### src/rtl/ltlm_pkg.sv
// ltlm_pkg: shared types for the linked task list manager.
// Holds the command codes, the sequencer states and the request/response beats.
// No dependencies.
`timescale 1ns / 1ps

package ltlm_pkg;

    // Field widths of the request and response beats
    localparam int CMD_W      = 3;
    localparam int ENTRY_W    = 6;
    localparam int CB_IN_W    = 4;
    localparam int POOL_CFG_W = 7;
    localparam logic [POOL_CFG_W-1:0] POOL_SIZE_RESET = 7'd64;

    // Command codes; the two unused codes act as query
    typedef enum logic [CMD_W-1:0] {
        CMD_INIT       = 3'd0,
        CMD_INS_BEFORE = 3'd1,
        CMD_INS_AFTER  = 3'd2,
        CMD_REMOVE     = 3'd3,
        CMD_MARK       = 3'd4,
        CMD_QUERY      = 3'd5
    } cmd_t;

    // Sequencer states; each busy state consumes the word read last cycle
    typedef enum logic [3:0] {
        ST_IDLE,
        ST_INIT,
        ST_INS_T,
        ST_INS_E,
        ST_INS_T2,
        ST_INS_NB,
        ST_RM_T,
        ST_RM_N,
        ST_RM_P,
        ST_RM_F,
        ST_MARK,
        ST_FIN
    } state_t;

    typedef struct packed {
        logic [CMD_W-1:0]   cmd;
        logic [ENTRY_W-1:0] entry;
        logic               entry_present;
        logic [CB_IN_W-1:0] callback_id;
    } req_t;

    typedef struct packed {
        logic               status;
        logic [ENTRY_W-1:0] task_res;
        logic [ENTRY_W-1:0] head;
        logic               head_valid;
        logic [ENTRY_W-1:0] tail;
        logic [ENTRY_W-1:0] link_prev;
        logic               prev_valid;
        logic [ENTRY_W-1:0] link_next;
        logic               next_valid;
        logic [CB_IN_W-1:0] entry_callback;
    } rsp_t;

endpackage

### src/rtl/ltlm_ram.sv
// ltlm_ram: generic simple dual-port RAM, one write and one registered read port.
// Read returns the old word when read and write hit the same address.
// No dependencies.
`timescale 1ns / 1ps

module ltlm_ram #(
    parameter int WIDTH = 8,
    parameter int DEPTH = 64
) (
    input  logic                     clk,
    input  logic                     we,
    input  logic [$clog2(DEPTH)-1:0] waddr,
    input  logic [WIDTH-1:0]         wdata,
    input  logic [$clog2(DEPTH)-1:0] raddr,
    output logic [WIDTH-1:0]         rdata
);

    logic [WIDTH-1:0] mem [DEPTH];

    // Write port and registered read
    always_ff @(posedge clk)
    begin
        if (we)
        begin
            mem[waddr] <= wdata;
        end
        rdata <= mem[raddr];
    end

endmodule

### src/rtl/linked_task_list_manager.sv
// linked_task_list_manager: task pool with free list and doubly linked active list.
// Uses ltlm_pkg and one ltlm_ram holding {next, prev, callback} per entry.
// One item at a time; at most one link word is read-modified-written per cycle, and
// req_stall holds new requests until the current response beat is loaded. The next
// item is taken the cycle after its response is loaded.
// Reset clears free head and list ends to null and pool_size to 64; RAM is not cleared.
`timescale 1ns / 1ps

module linked_task_list_manager
    import ltlm_pkg::*;
#(
    parameter int MAX_ENTRIES   = 64,
    parameter int CALLBACK_BITS = 4
) (
    input  logic                  clk,
    input  logic                  rst_n,
    input  logic                  req_valid,
    output logic                  req_stall,
    input  req_t                  req,
    output logic                  rsp_valid,
    input  logic                  rsp_stall,
    output rsp_t                  rsp,
    input  logic                  cfg_valid,
    output logic                  cfg_ready,
    input  logic [POOL_CFG_W-1:0] cfg_data
);

    localparam int IDXW     = $clog2(MAX_ENTRIES);
    localparam int LW       = $clog2(MAX_ENTRIES + 1);
    localparam int CBW      = CALLBACK_BITS;
    localparam int PREV_LSB = CBW;
    localparam int NEXT_LSB = CBW + LW;
    localparam int WORD_W   = CBW + 2 * LW;
    localparam int CW       = (LW > POOL_CFG_W) ? LW : POOL_CFG_W;
    localparam logic [LW-1:0]  NIL         = LW'(MAX_ENTRIES);
    localparam logic [CBW-1:0] REMOVE_CODE = {CBW{1'b1}};
    localparam logic [CW-1:0]  MAX_EXT     = CW'(MAX_ENTRIES);

    // Helpers on links and callbacks
    function automatic logic is_idx(input logic [LW-1:0] l);
        return l < NIL;
    endfunction

    function automatic logic [LW-1:0] idx2link(input logic [IDXW-1:0] i);
        return LW'(i);
    endfunction

    function automatic logic [ENTRY_W-1:0] link6(input logic [LW-1:0] l);
        logic [LW+ENTRY_W-1:0] wide;
        wide = {{ENTRY_W{1'b0}}, l};
        return wide[ENTRY_W-1:0];
    endfunction

    function automatic logic [CBW-1:0] cb_store(input logic [CB_IN_W-1:0] c);
        logic [CBW+CB_IN_W-1:0] wide;
        wide = {{CBW{1'b0}}, c};
        return wide[CBW-1:0];
    endfunction

    function automatic logic [CB_IN_W-1:0] cb_out(input logic [CBW-1:0] c);
        logic [CBW+CB_IN_W-1:0] wide;
        wide = {{CB_IN_W{1'b0}}, c};
        return wide[CB_IN_W-1:0];
    endfunction

    // Entry index reduced modulo the pool depth, as a constant table
    logic [IDXW-1:0] mod_tab [2**ENTRY_W];

    for (genvar gi = 0; gi < 2**ENTRY_W; gi++)
    begin : g_mod
        assign mod_tab[gi] = IDXW'(gi % MAX_ENTRIES);
    end

    // Registers
    state_t                 state_reg, state_next;
    logic                   after_reg, after_next;
    logic                   present_reg, present_next;
    logic                   nofree_reg, nofree_next;
    logic [IDXW-1:0]        e_reg, e_next;
    logic [IDXW-1:0]        t_reg, t_next;
    logic [CBW-1:0]         cb_reg, cb_next;
    logic [LW-1:0]          save_reg, save_next;
    logic [LW-1:0]          save2_reg, save2_next;
    logic [LW-1:0]          free_reg, free_next;
    logic [LW-1:0]          first_reg, first_next;
    logic [LW-1:0]          last_reg, last_next;
    logic [IDXW-1:0]        cnt_reg, cnt_next;
    logic [IDXW-1:0]        cnt_last_reg, cnt_last_next;
    logic [POOL_CFG_W-1:0]  pool_reg;
    logic                   rsp_valid_reg, rsp_valid_next;
    rsp_t                   rsp_reg, rsp_next;
    logic [IDXW-1:0]        cur_addr_reg;
    logic                   fwd_hit_reg;
    logic [WORD_W-1:0]      fwd_data_reg;

    // RAM port signals
    logic [IDXW-1:0]        rd_addr;
    logic                   we;
    logic [WORD_W-1:0]      wr_word;
    logic [WORD_W-1:0]      ram_rdata;
    logic [WORD_W-1:0]      cur_word;
    logic [LW-1:0]          cur_next, cur_prev;
    logic [CBW-1:0]         cur_cb;

    // Init count
    logic [CW-1:0]          pool_ext, n_ext;
    logic [IDXW-1:0]        e_idx;
    logic                   accept;

    ltlm_ram #(
        .WIDTH (WORD_W),
        .DEPTH (MAX_ENTRIES)
    ) u_ram (
        .clk   (clk),
        .we    (we),
        .waddr (cur_addr_reg),
        .wdata (wr_word),
        .raddr (rd_addr),
        .rdata (ram_rdata)
    );

    // Word of the entry read last cycle, with the same-cycle write forwarded
    assign cur_word = fwd_hit_reg ? fwd_data_reg : ram_rdata;
    assign cur_next = cur_word[NEXT_LSB +: LW];
    assign cur_prev = cur_word[PREV_LSB +: LW];
    assign cur_cb   = cur_word[0 +: CBW];

    assign pool_ext  = CW'(pool_reg);
    assign n_ext     = (pool_ext > MAX_EXT) ? MAX_EXT : pool_ext;
    assign e_idx     = mod_tab[req.entry];
    assign req_stall = (state_reg != ST_IDLE);
    assign accept    = req_valid && !req_stall;
    assign rsp_valid = rsp_valid_reg;
    assign rsp       = rsp_reg;
    assign cfg_ready = 1'b1;

    // State register
    always_ff @(posedge clk or negedge rst_n)
    begin
        if (!rst_n)
        begin
            state_reg     <= ST_IDLE;
            free_reg      <= NIL;
            first_reg     <= NIL;
            last_reg      <= NIL;
            pool_reg      <= POOL_SIZE_RESET;
            rsp_valid_reg <= 1'b0;
            fwd_hit_reg   <= 1'b0;
        end
        else
        begin
            state_reg     <= state_next;
            free_reg      <= free_next;
            first_reg     <= first_next;
            last_reg      <= last_next;
            rsp_valid_reg <= rsp_valid_next;
            fwd_hit_reg   <= we && (cur_addr_reg == rd_addr);
            if (cfg_valid && cfg_ready)
            begin
                pool_reg <= cfg_data;
            end
        end
    end

    // Payload and working registers
    always_ff @(posedge clk)
    begin
        after_reg    <= after_next;
        present_reg  <= present_next;
        nofree_reg   <= nofree_next;
        e_reg        <= e_next;
        t_reg        <= t_next;
        cb_reg       <= cb_next;
        save_reg     <= save_next;
        save2_reg    <= save2_next;
        cnt_reg      <= cnt_next;
        cnt_last_reg <= cnt_last_next;
        rsp_reg      <= rsp_next;
        cur_addr_reg <= rd_addr;
        fwd_data_reg <= wr_word;
    end

    // Sequencer: next state, RAM access and response
    always_comb
    begin
        state_next     = state_reg;
        after_next     = after_reg;
        present_next   = present_reg;
        nofree_next    = nofree_reg;
        e_next         = e_reg;
        t_next         = t_reg;
        cb_next        = cb_reg;
        save_next      = save_reg;
        save2_next     = save2_reg;
        free_next      = free_reg;
        first_next     = first_reg;
        last_next      = last_reg;
        cnt_next       = cnt_reg;
        cnt_last_next  = cnt_last_reg;
        rsp_valid_next = rsp_valid_reg && rsp_stall;
        rsp_next       = rsp_reg;
        rd_addr        = cur_addr_reg;
        we             = 1'b0;
        wr_word        = cur_word;

        case (state_reg)
            ST_IDLE:
            begin
                if (accept)
                begin
                    e_next       = e_idx;
                    t_next       = e_idx;
                    cb_next      = cb_store(req.callback_id);
                    present_next = req.entry_present;
                    after_next   = (req.cmd == CMD_INS_AFTER);
                    nofree_next  = 1'b0;
                    rd_addr      = e_idx;
                    case (req.cmd)
                        CMD_INIT:
                        begin
                            if (n_ext != '0)
                            begin
                                cnt_next      = '0;
                                cnt_last_next = IDXW'(n_ext - CW'(1));
                                rd_addr       = '0;
                                state_next    = ST_INIT;
                            end
                            else
                            begin
                                state_next = ST_FIN;
                            end
                        end
                        CMD_INS_BEFORE, CMD_INS_AFTER:
                        begin
                            if (!is_idx(free_reg))
                            begin
                                nofree_next = 1'b1;
                                state_next  = ST_FIN;
                            end
                            else
                            begin
                                t_next     = free_reg[IDXW-1:0];
                                rd_addr    = free_reg[IDXW-1:0];
                                state_next = ST_INS_T;
                            end
                        end
                        CMD_REMOVE: state_next = ST_RM_T;
                        CMD_MARK:   state_next = ST_MARK;
                        default:    state_next = ST_FIN;
                    endcase
                end
            end

            // Link the pool into the free list, one entry a cycle
            ST_INIT:
            begin
                we = 1'b1;
                if (cnt_reg == cnt_last_reg)
                begin
                    wr_word[NEXT_LSB +: LW] = NIL;
                    free_next  = '0;
                    first_next = NIL;
                    last_next  = NIL;
                    rd_addr    = t_reg;
                    state_next = ST_FIN;
                end
                else
                begin
                    wr_word[NEXT_LSB +: LW] = idx2link(IDXW'(cnt_reg + 1'b1));
                    cnt_next   = IDXW'(cnt_reg + 1'b1);
                    rd_addr    = IDXW'(cnt_reg + 1'b1);
                end
            end

            // New entry: pop free list, store callback, point at neighbor or stand alone if none
            ST_INS_T:
            begin
                we        = 1'b1;
                free_next = cur_next;
                wr_word[0 +: CBW] = cb_reg;
                if (!present_reg)
                begin
                    wr_word[NEXT_LSB +: LW] = NIL;
                    wr_word[PREV_LSB +: LW] = NIL;
                    first_next = idx2link(t_reg);
                    last_next  = idx2link(t_reg);
                    rd_addr    = t_reg;
                    state_next = ST_FIN;
                end
                else
                begin
                    if (after_reg)
                    begin
                        wr_word[PREV_LSB +: LW] = idx2link(e_reg);
                    end
                    else
                    begin
                        wr_word[NEXT_LSB +: LW] = idx2link(e_reg);
                    end
                    rd_addr    = e_reg;
                    state_next = ST_INS_E;
                end
            end

            // Neighbor: save its far link, point it at the new entry
            ST_INS_E:
            begin
                we = 1'b1;
                if (after_reg)
                begin
                    save_next = cur_next;
                    wr_word[NEXT_LSB +: LW] = idx2link(t_reg);
                end
                else
                begin
                    save_next = cur_prev;
                    wr_word[PREV_LSB +: LW] = idx2link(t_reg);
                end
                rd_addr    = t_reg;
                state_next = ST_INS_T2;
            end

            // New entry: take over the neighbor's old far link
            ST_INS_T2:
            begin
                we = 1'b1;
                if (after_reg)
                begin
                    wr_word[NEXT_LSB +: LW] = (t_reg == e_reg) ? idx2link(t_reg) : save_reg;
                end
                else
                begin
                    wr_word[PREV_LSB +: LW] = (t_reg == e_reg) ? idx2link(t_reg) : save_reg;
                end
                if (is_idx(save_reg))
                begin
                    rd_addr    = save_reg[IDXW-1:0];
                    state_next = ST_INS_NB;
                end
                else
                begin
                    if (after_reg)
                    begin
                        last_next = idx2link(t_reg);
                    end
                    else
                    begin
                        first_next = idx2link(t_reg);
                    end
                    rd_addr    = t_reg;
                    state_next = ST_FIN;
                end
            end

            // Far neighbor: point back at the new entry
            ST_INS_NB:
            begin
                we = 1'b1;
                if (after_reg)
                begin
                    wr_word[PREV_LSB +: LW] = idx2link(t_reg);
                end
                else
                begin
                    wr_word[NEXT_LSB +: LW] = idx2link(t_reg);
                end
                rd_addr    = t_reg;
                state_next = ST_FIN;
            end

            // Remove: fetch both links of the entry
            ST_RM_T:
            begin
                save_next  = cur_next;
                save2_next = cur_prev;
                if (is_idx(cur_next))
                begin
                    rd_addr    = cur_next[IDXW-1:0];
                    state_next = ST_RM_N;
                end
                else
                begin
                    last_next = cur_prev;
                    if (is_idx(cur_prev))
                    begin
                        rd_addr    = cur_prev[IDXW-1:0];
                        state_next = ST_RM_P;
                    end
                    else
                    begin
                        first_next = cur_next;
                        rd_addr    = t_reg;
                        state_next = ST_RM_F;
                    end
                end
            end

            // Successor takes the removed entry's prev link
            ST_RM_N:
            begin
                we = 1'b1;
                wr_word[PREV_LSB +: LW] = save2_reg;
                if (is_idx(save2_reg))
                begin
                    rd_addr    = save2_reg[IDXW-1:0];
                    state_next = ST_RM_P;
                end
                else
                begin
                    first_next = save_reg;
                    rd_addr    = t_reg;
                    state_next = ST_RM_F;
                end
            end

            // Predecessor takes the removed entry's next link
            ST_RM_P:
            begin
                we = 1'b1;
                wr_word[NEXT_LSB +: LW] = save_reg;
                rd_addr    = t_reg;
                state_next = ST_RM_F;
            end

            // Push the removed entry onto the free list
            ST_RM_F:
            begin
                we = 1'b1;
                wr_word[0 +: CBW]       = '0;
                wr_word[NEXT_LSB +: LW] = free_reg;
                free_next  = idx2link(t_reg);
                rd_addr    = t_reg;
                state_next = ST_FIN;
            end

            ST_MARK:
            begin
                we = 1'b1;
                wr_word[0 +: CBW] = REMOVE_CODE;
                rd_addr    = t_reg;
                state_next = ST_FIN;
            end

            // Build the response beat from the entry's final word
            ST_FIN:
            begin
                if (!rsp_valid_reg || !rsp_stall)
                begin
                    rsp_valid_next      = 1'b1;
                    rsp_next.status     = nofree_reg;
                    rsp_next.task_res   = nofree_reg ? '0 : link6(idx2link(t_reg));
                    rsp_next.head       = is_idx(first_reg) ? link6(first_reg) : '0;
                    rsp_next.head_valid = is_idx(first_reg);
                    rsp_next.tail       = is_idx(last_reg) ? link6(last_reg) : '0;
                    rsp_next.prev_valid = !nofree_reg && is_idx(cur_prev);
                    rsp_next.link_prev  = (!nofree_reg && is_idx(cur_prev)) ?
                                          link6(cur_prev) : '0;
                    rsp_next.next_valid = !nofree_reg && is_idx(cur_next);
                    rsp_next.link_next  = (!nofree_reg && is_idx(cur_next)) ?
                                          link6(cur_next) : '0;
                    rsp_next.entry_callback = nofree_reg ? '0 : cb_out(cur_cb);
                    state_next          = ST_IDLE;
                end
            end

            default:
            begin
                state_next = ST_IDLE;
            end
        endcase
    end

endmodule

### config.mk
export PLATFORM = sky130hd
export DESIGN_NAME = linked_task_list_manager
export DESIGN_NICKNAME = d
export VERILOG_FILES = /design/src/rtl/ltlm_pkg.sv /design/src/rtl/ltlm_ram.sv /design/src/rtl/linked_task_list_manager.sv
export SDC_FILE = /design/constraint.sdc
export NUM_CORES = 1
export LEC_CHECK = 0
export ABC_AREA = 1
export BUFFER_PORTS_ARGS = -buffer_cell sky130_fd_sc_hd__buf_2
export CAP_MARGIN = 15
export CELL_PAD_IN_SITES_DETAIL_PLACEMENT = 0
export CELL_PAD_IN_SITES_GLOBAL_PLACEMENT = 2
export CORE_ASPECT_RATIO = 0.7
export CORE_MARGIN = 10
export CORE_UTILIZATION = 43
export CTS_CLUSTER_SIZE = 14
export DETAILED_ROUTE_END_ITERATION = 7
export GPL_TIMING_DRIVEN = 0
export MAX_ROUTING_LAYER = met4
export PLACE_DENSITY_LB_ADDON = 0.1
export REMOVE_ABC_BUFFERS = 1
export SLEW_MARGIN = 25
export SYNTH_ARGS = -nofsm -noshare
export SYNTH_HDL_FRONTEND = slang
export SYNTH_HIERARCHICAL = 1
export SYNTH_SLANG_ARGS = --single-unit
### constraint.sdc
create_clock -name clk -period 5.9 [get_ports clk]
set_clock_uncertainty 0.2 [all_clocks]
set_input_delay 1.18 -clock clk [delete_from_list [all_inputs] [get_ports clk]]
set_output_delay 1.18 -clock clk [all_outputs]
set_load 0.05 [all_outputs]
==> impl_metrics.py <==
metrics = {
    "status": {
        "outcome": "complete, no violations",
    },
    "synthesis": {
        "async_flop_share_pct": 2.59,
        "syn_inst": 4907,
        "ys_ff_latch": 1311,
        "avgSynthCellArea_sq_um": 11.2,
        "synth_area_sq_um": 55200,
        "synthDistinctLibCells": 58,
        "synth_ff_type": "edfxtp_1",
        "synth_edf_count": 1235,
        "ys_warn_count": 6,
        "yosysSeqAreaShare_pct": 70.3,
    },
    "floorplan": {
        "die-area_sq_um": 143000,
        "io_pins": 67,
        "initial_utilization_pct": 43.5,
        "rows": 109,
        "die_h_microns": 320,
        "die_x_microns": 448,
        "core-area_sq_um": 127000,
    },
    "placement": {
        "hpwl_microns": 111000,
        "globalplace.congestion": 0.927,
        "dpl_worst_slack_ns": -0.550,
        "portBuffers": 65,
    },
    "cts": {
        "ctsHtreeMaxLevel": 4,
        "clock_sinks": 1311,
        "cts-root-buf": "clkbuf_16",
        "tritoncts": "yes",
        "ctsLongestPathBuffers": 3,
        "clk_pin_slew_ns": 0.06,
        "insertion_delay_ns": 0.78,
        "numCtsBuffers": 136,
    },
    "timing": {
        "worst_slew_pin_slew_ns": 1.14,
        "fin_crit_ns": 5.64,
        "post-route-period-util_pct": 95.5,
        "fmax_ghz": 0.177,
        "relSlewSlack_pct": 24.1,
        "setup_viol": 0,
        "slew_viol_final": 0,
        "fin_tns_setup_ns": 0,
        "setup_ws_ns": 0.264,
        "grt_setup_unrepaired": "no",
        "hold_viol": 0,
    },
    "grt": {
        "antenna_found_initial": 6,
        "grt_pass1_wl_microns": 249000,
        "first_global_vias": 34500,
        "grt_usage_pct": 24.3,
        "grt_max_degree": 150,
        "grt-ovfl-total": 0,
    },
    "setup_path": {
        "critPathLaunchType": "register",
        "end_kind": "register",
        "crit_type": "reg -> reg",
        "crit_fanout": 149,
        "required_ns": 6.35,
        "worstPathArrival_ns": 6.09,
        "r2r_slack_ns": 0.26,
    },
    "cells_and_area": {
        "area_growth_pct": 16.3,
        "fin_nets": 5117,
        "largest_reg_flops": 1152,
        "drive_gt1_share_pct": 12.1,
        "postLayoutCoreUtil_pct": 50.6,
    },
    "routing": {
        "drt_iter0_drc": 4035,
        "drtAntennaViolNets": 0,
        "routed_wirelength_microns": 173000,
        "wl_per_cell_microns": 25.2,
        "drc_errors": 0,
        "drtPass1Iterations": 6,
        "viasPerCell": 5.48,
        "vias": 37600,
    },
    "min_path": {
        "holdCritPathClass": "reg -> reg",
    },
    "job": {
        "max_cap_violations": 0,
    },
}
[cell families after synthesis]
kind of cell,Yosys count,synth area share [%]
buffers and inverters,417,4.36
muxes,8,0.154
DFF,1311,70.3
other,1,0.00680
AOI/OAI and AO/OA,178,1.98
xor gates and xnor gates,9,0.143
adders and majority gates,3,0.0680
and+or+nand+nor,2980,23.0
[synthesized netlist by cell type, types with 5 or more instances]
cell | instances | share of area, %
nand3_1 | 1026 | 9.3
buf_2 | 116 | 1.1
nand2_1 | 1708 | 12
a21oi_1 | 29 | 0.26
nor3_1 | 8 | 0.073
o211ai_1 | 14 | 0.19
o22ai_1 | 13 | 0.15
nor2_1 | 182 | 1.2
a211oi_1 | 5 | 0.068
buf_4 | 13 | 0.18
nor4_1 | 10 | 0.11
o21ai_1 | 7 | 0.063
buf_1 | 24 | 0.16
inv_1 | 129 | 0.88
xor2_1 | 5 | 0.079
o221ai_1 | 12 | 0.19
nor2_2 | 8 | 0.091
dfrtp_1 | 30 | 1.4
clkbuf_1 | 37 | 0.25
dfxtp_1 | 42 | 1.5
o21ai_0 | 69 | 0.63
inv_2 | 9 | 0.061
nand4_1 | 18 | 0.20
buf_6 | 82 | 1.7
edfxtp_1 | 1235 | 67
[cell usage in the layout (no fill, tap or decap), types with 13 or more instances in the layout]
cell / n
buf_2: 113
nor2_4: 63
clkbuf_1: 33
buf_4: 43
buf_16: 51
inv_1: 128
nand4_1: 18
nand2_1: 1707
a21oi_1: 28
o22ai_1: 13
dfrtp_1: 29
nand3_1: 1023
buf_6: 68
nor2_1: 122
clkinv_1: 32
clkbuf_16: 145
edfxtp_1: 1235
o21ai_0: 64
o211ai_1: 14
buf_12: 25
dfxtp_1: 42
[routing by layer]
layer / routed length, microns / track usage [%] / up-vias / share of wire [%]
met5: 0 / - / - / 0
li1: - / - / 17500 / -
met1: 83600 / 37.3 / 18500 / 48
met2: 72800 / 33.2 / 1334 / 42
met4: 3090 / 5.70 / 0 / 1.8
met3: 13600 / 4.22 / 190 / 7.9
[path summary, 6_finish.rpt]
check | start | endpoint | cells after the start
setup reg to reg | fwd_hit_reg$_DFF_PN0_ | u_ram/rdata[0]$_DFF_P_ | 22
hold reg to reg | free_reg[1]$_DFFE_PN0P_ | free_reg[1]$_DFFE_PN0P_ | 2
max in group asynchronous | rst_n | fwd_hit_reg$_DFF_PN0_ | 1
setup / recovery | fwd_hit_reg$_DFF_PN0_ | u_ram/rdata[0]$_DFF_P_ | 22
hold / removal | free_reg[1]$_DFFE_PN0P_ | free_reg[1]$_DFFE_PN0P_ | 2
min in group asynchronous | rst_n | last_reg[5]$_DFFE_PN0P_ | 1
[layout make-up]
class	count	area, sq um
Tap cell	1665	2080
Clock inverter	58	493
Inverter	143	587
Sequential cell	1311	38800
Antenna cell	4	10.0
Timing Repair Buffer	315	3820
Multi-Input combinational cell	3181	14700
Fill cell	11300	62700
Clock buffer	178	3730
[critical path: stages (launching register included)]
cell,delay (ns)
dfrtp_4,0.64
inv_2,0.18
nand2_1,0.09
nand2_1,0.31
nor2_4,0.43
o211ai_1,0.16
nand3_1,0.13
nor2_1,0.04
nand3_1,0.23
o21a_4,0.23
buf_16,0.25
buf_12,0.23
buf_16,0.26
inv_16,0.22
buf_16,0.33
nand2_1,0.19
nand3_1,0.09
nand3_1,0.13
nand2_1,0.09
nand2_1,0.19
nand3_1,0.19
nand3_1,0.22
nand2_1,0.10
[metrics by stage]
| stage | cell area, sq um | hold slack (ns) | cells |
|---|---|---|---|
| 2_1_floorplan | 53300 | 0.259 | 4633 |
| 5_1_grt | 64200 | 0.326 | 6851 |
| 4_1_cts | 64000 | 0.296 | 6838 |
| 6_report | 64200 | 0.294 | 6855 |
| 3_3_place_gp | 55700 | 0.274 | 6363 |
| 3_5_place_dp | 59700 | 0.281 | 6599 |
[timing repair]
item / CTS / global route
buffers inserted: 1 / 10
pin swaps: 2 / 1
gates resized for setup: 2 / 5
endpoints found under the hold margin: 0 / 0
cloned: 2 / 3
endpoints found under the setup margin: 18 / 18
hold buffers: 0 / 0
Power is left out: the tool's default activity adds up to more than one toggle a clock period on the data nets, which glitch-free logic cannot reach.
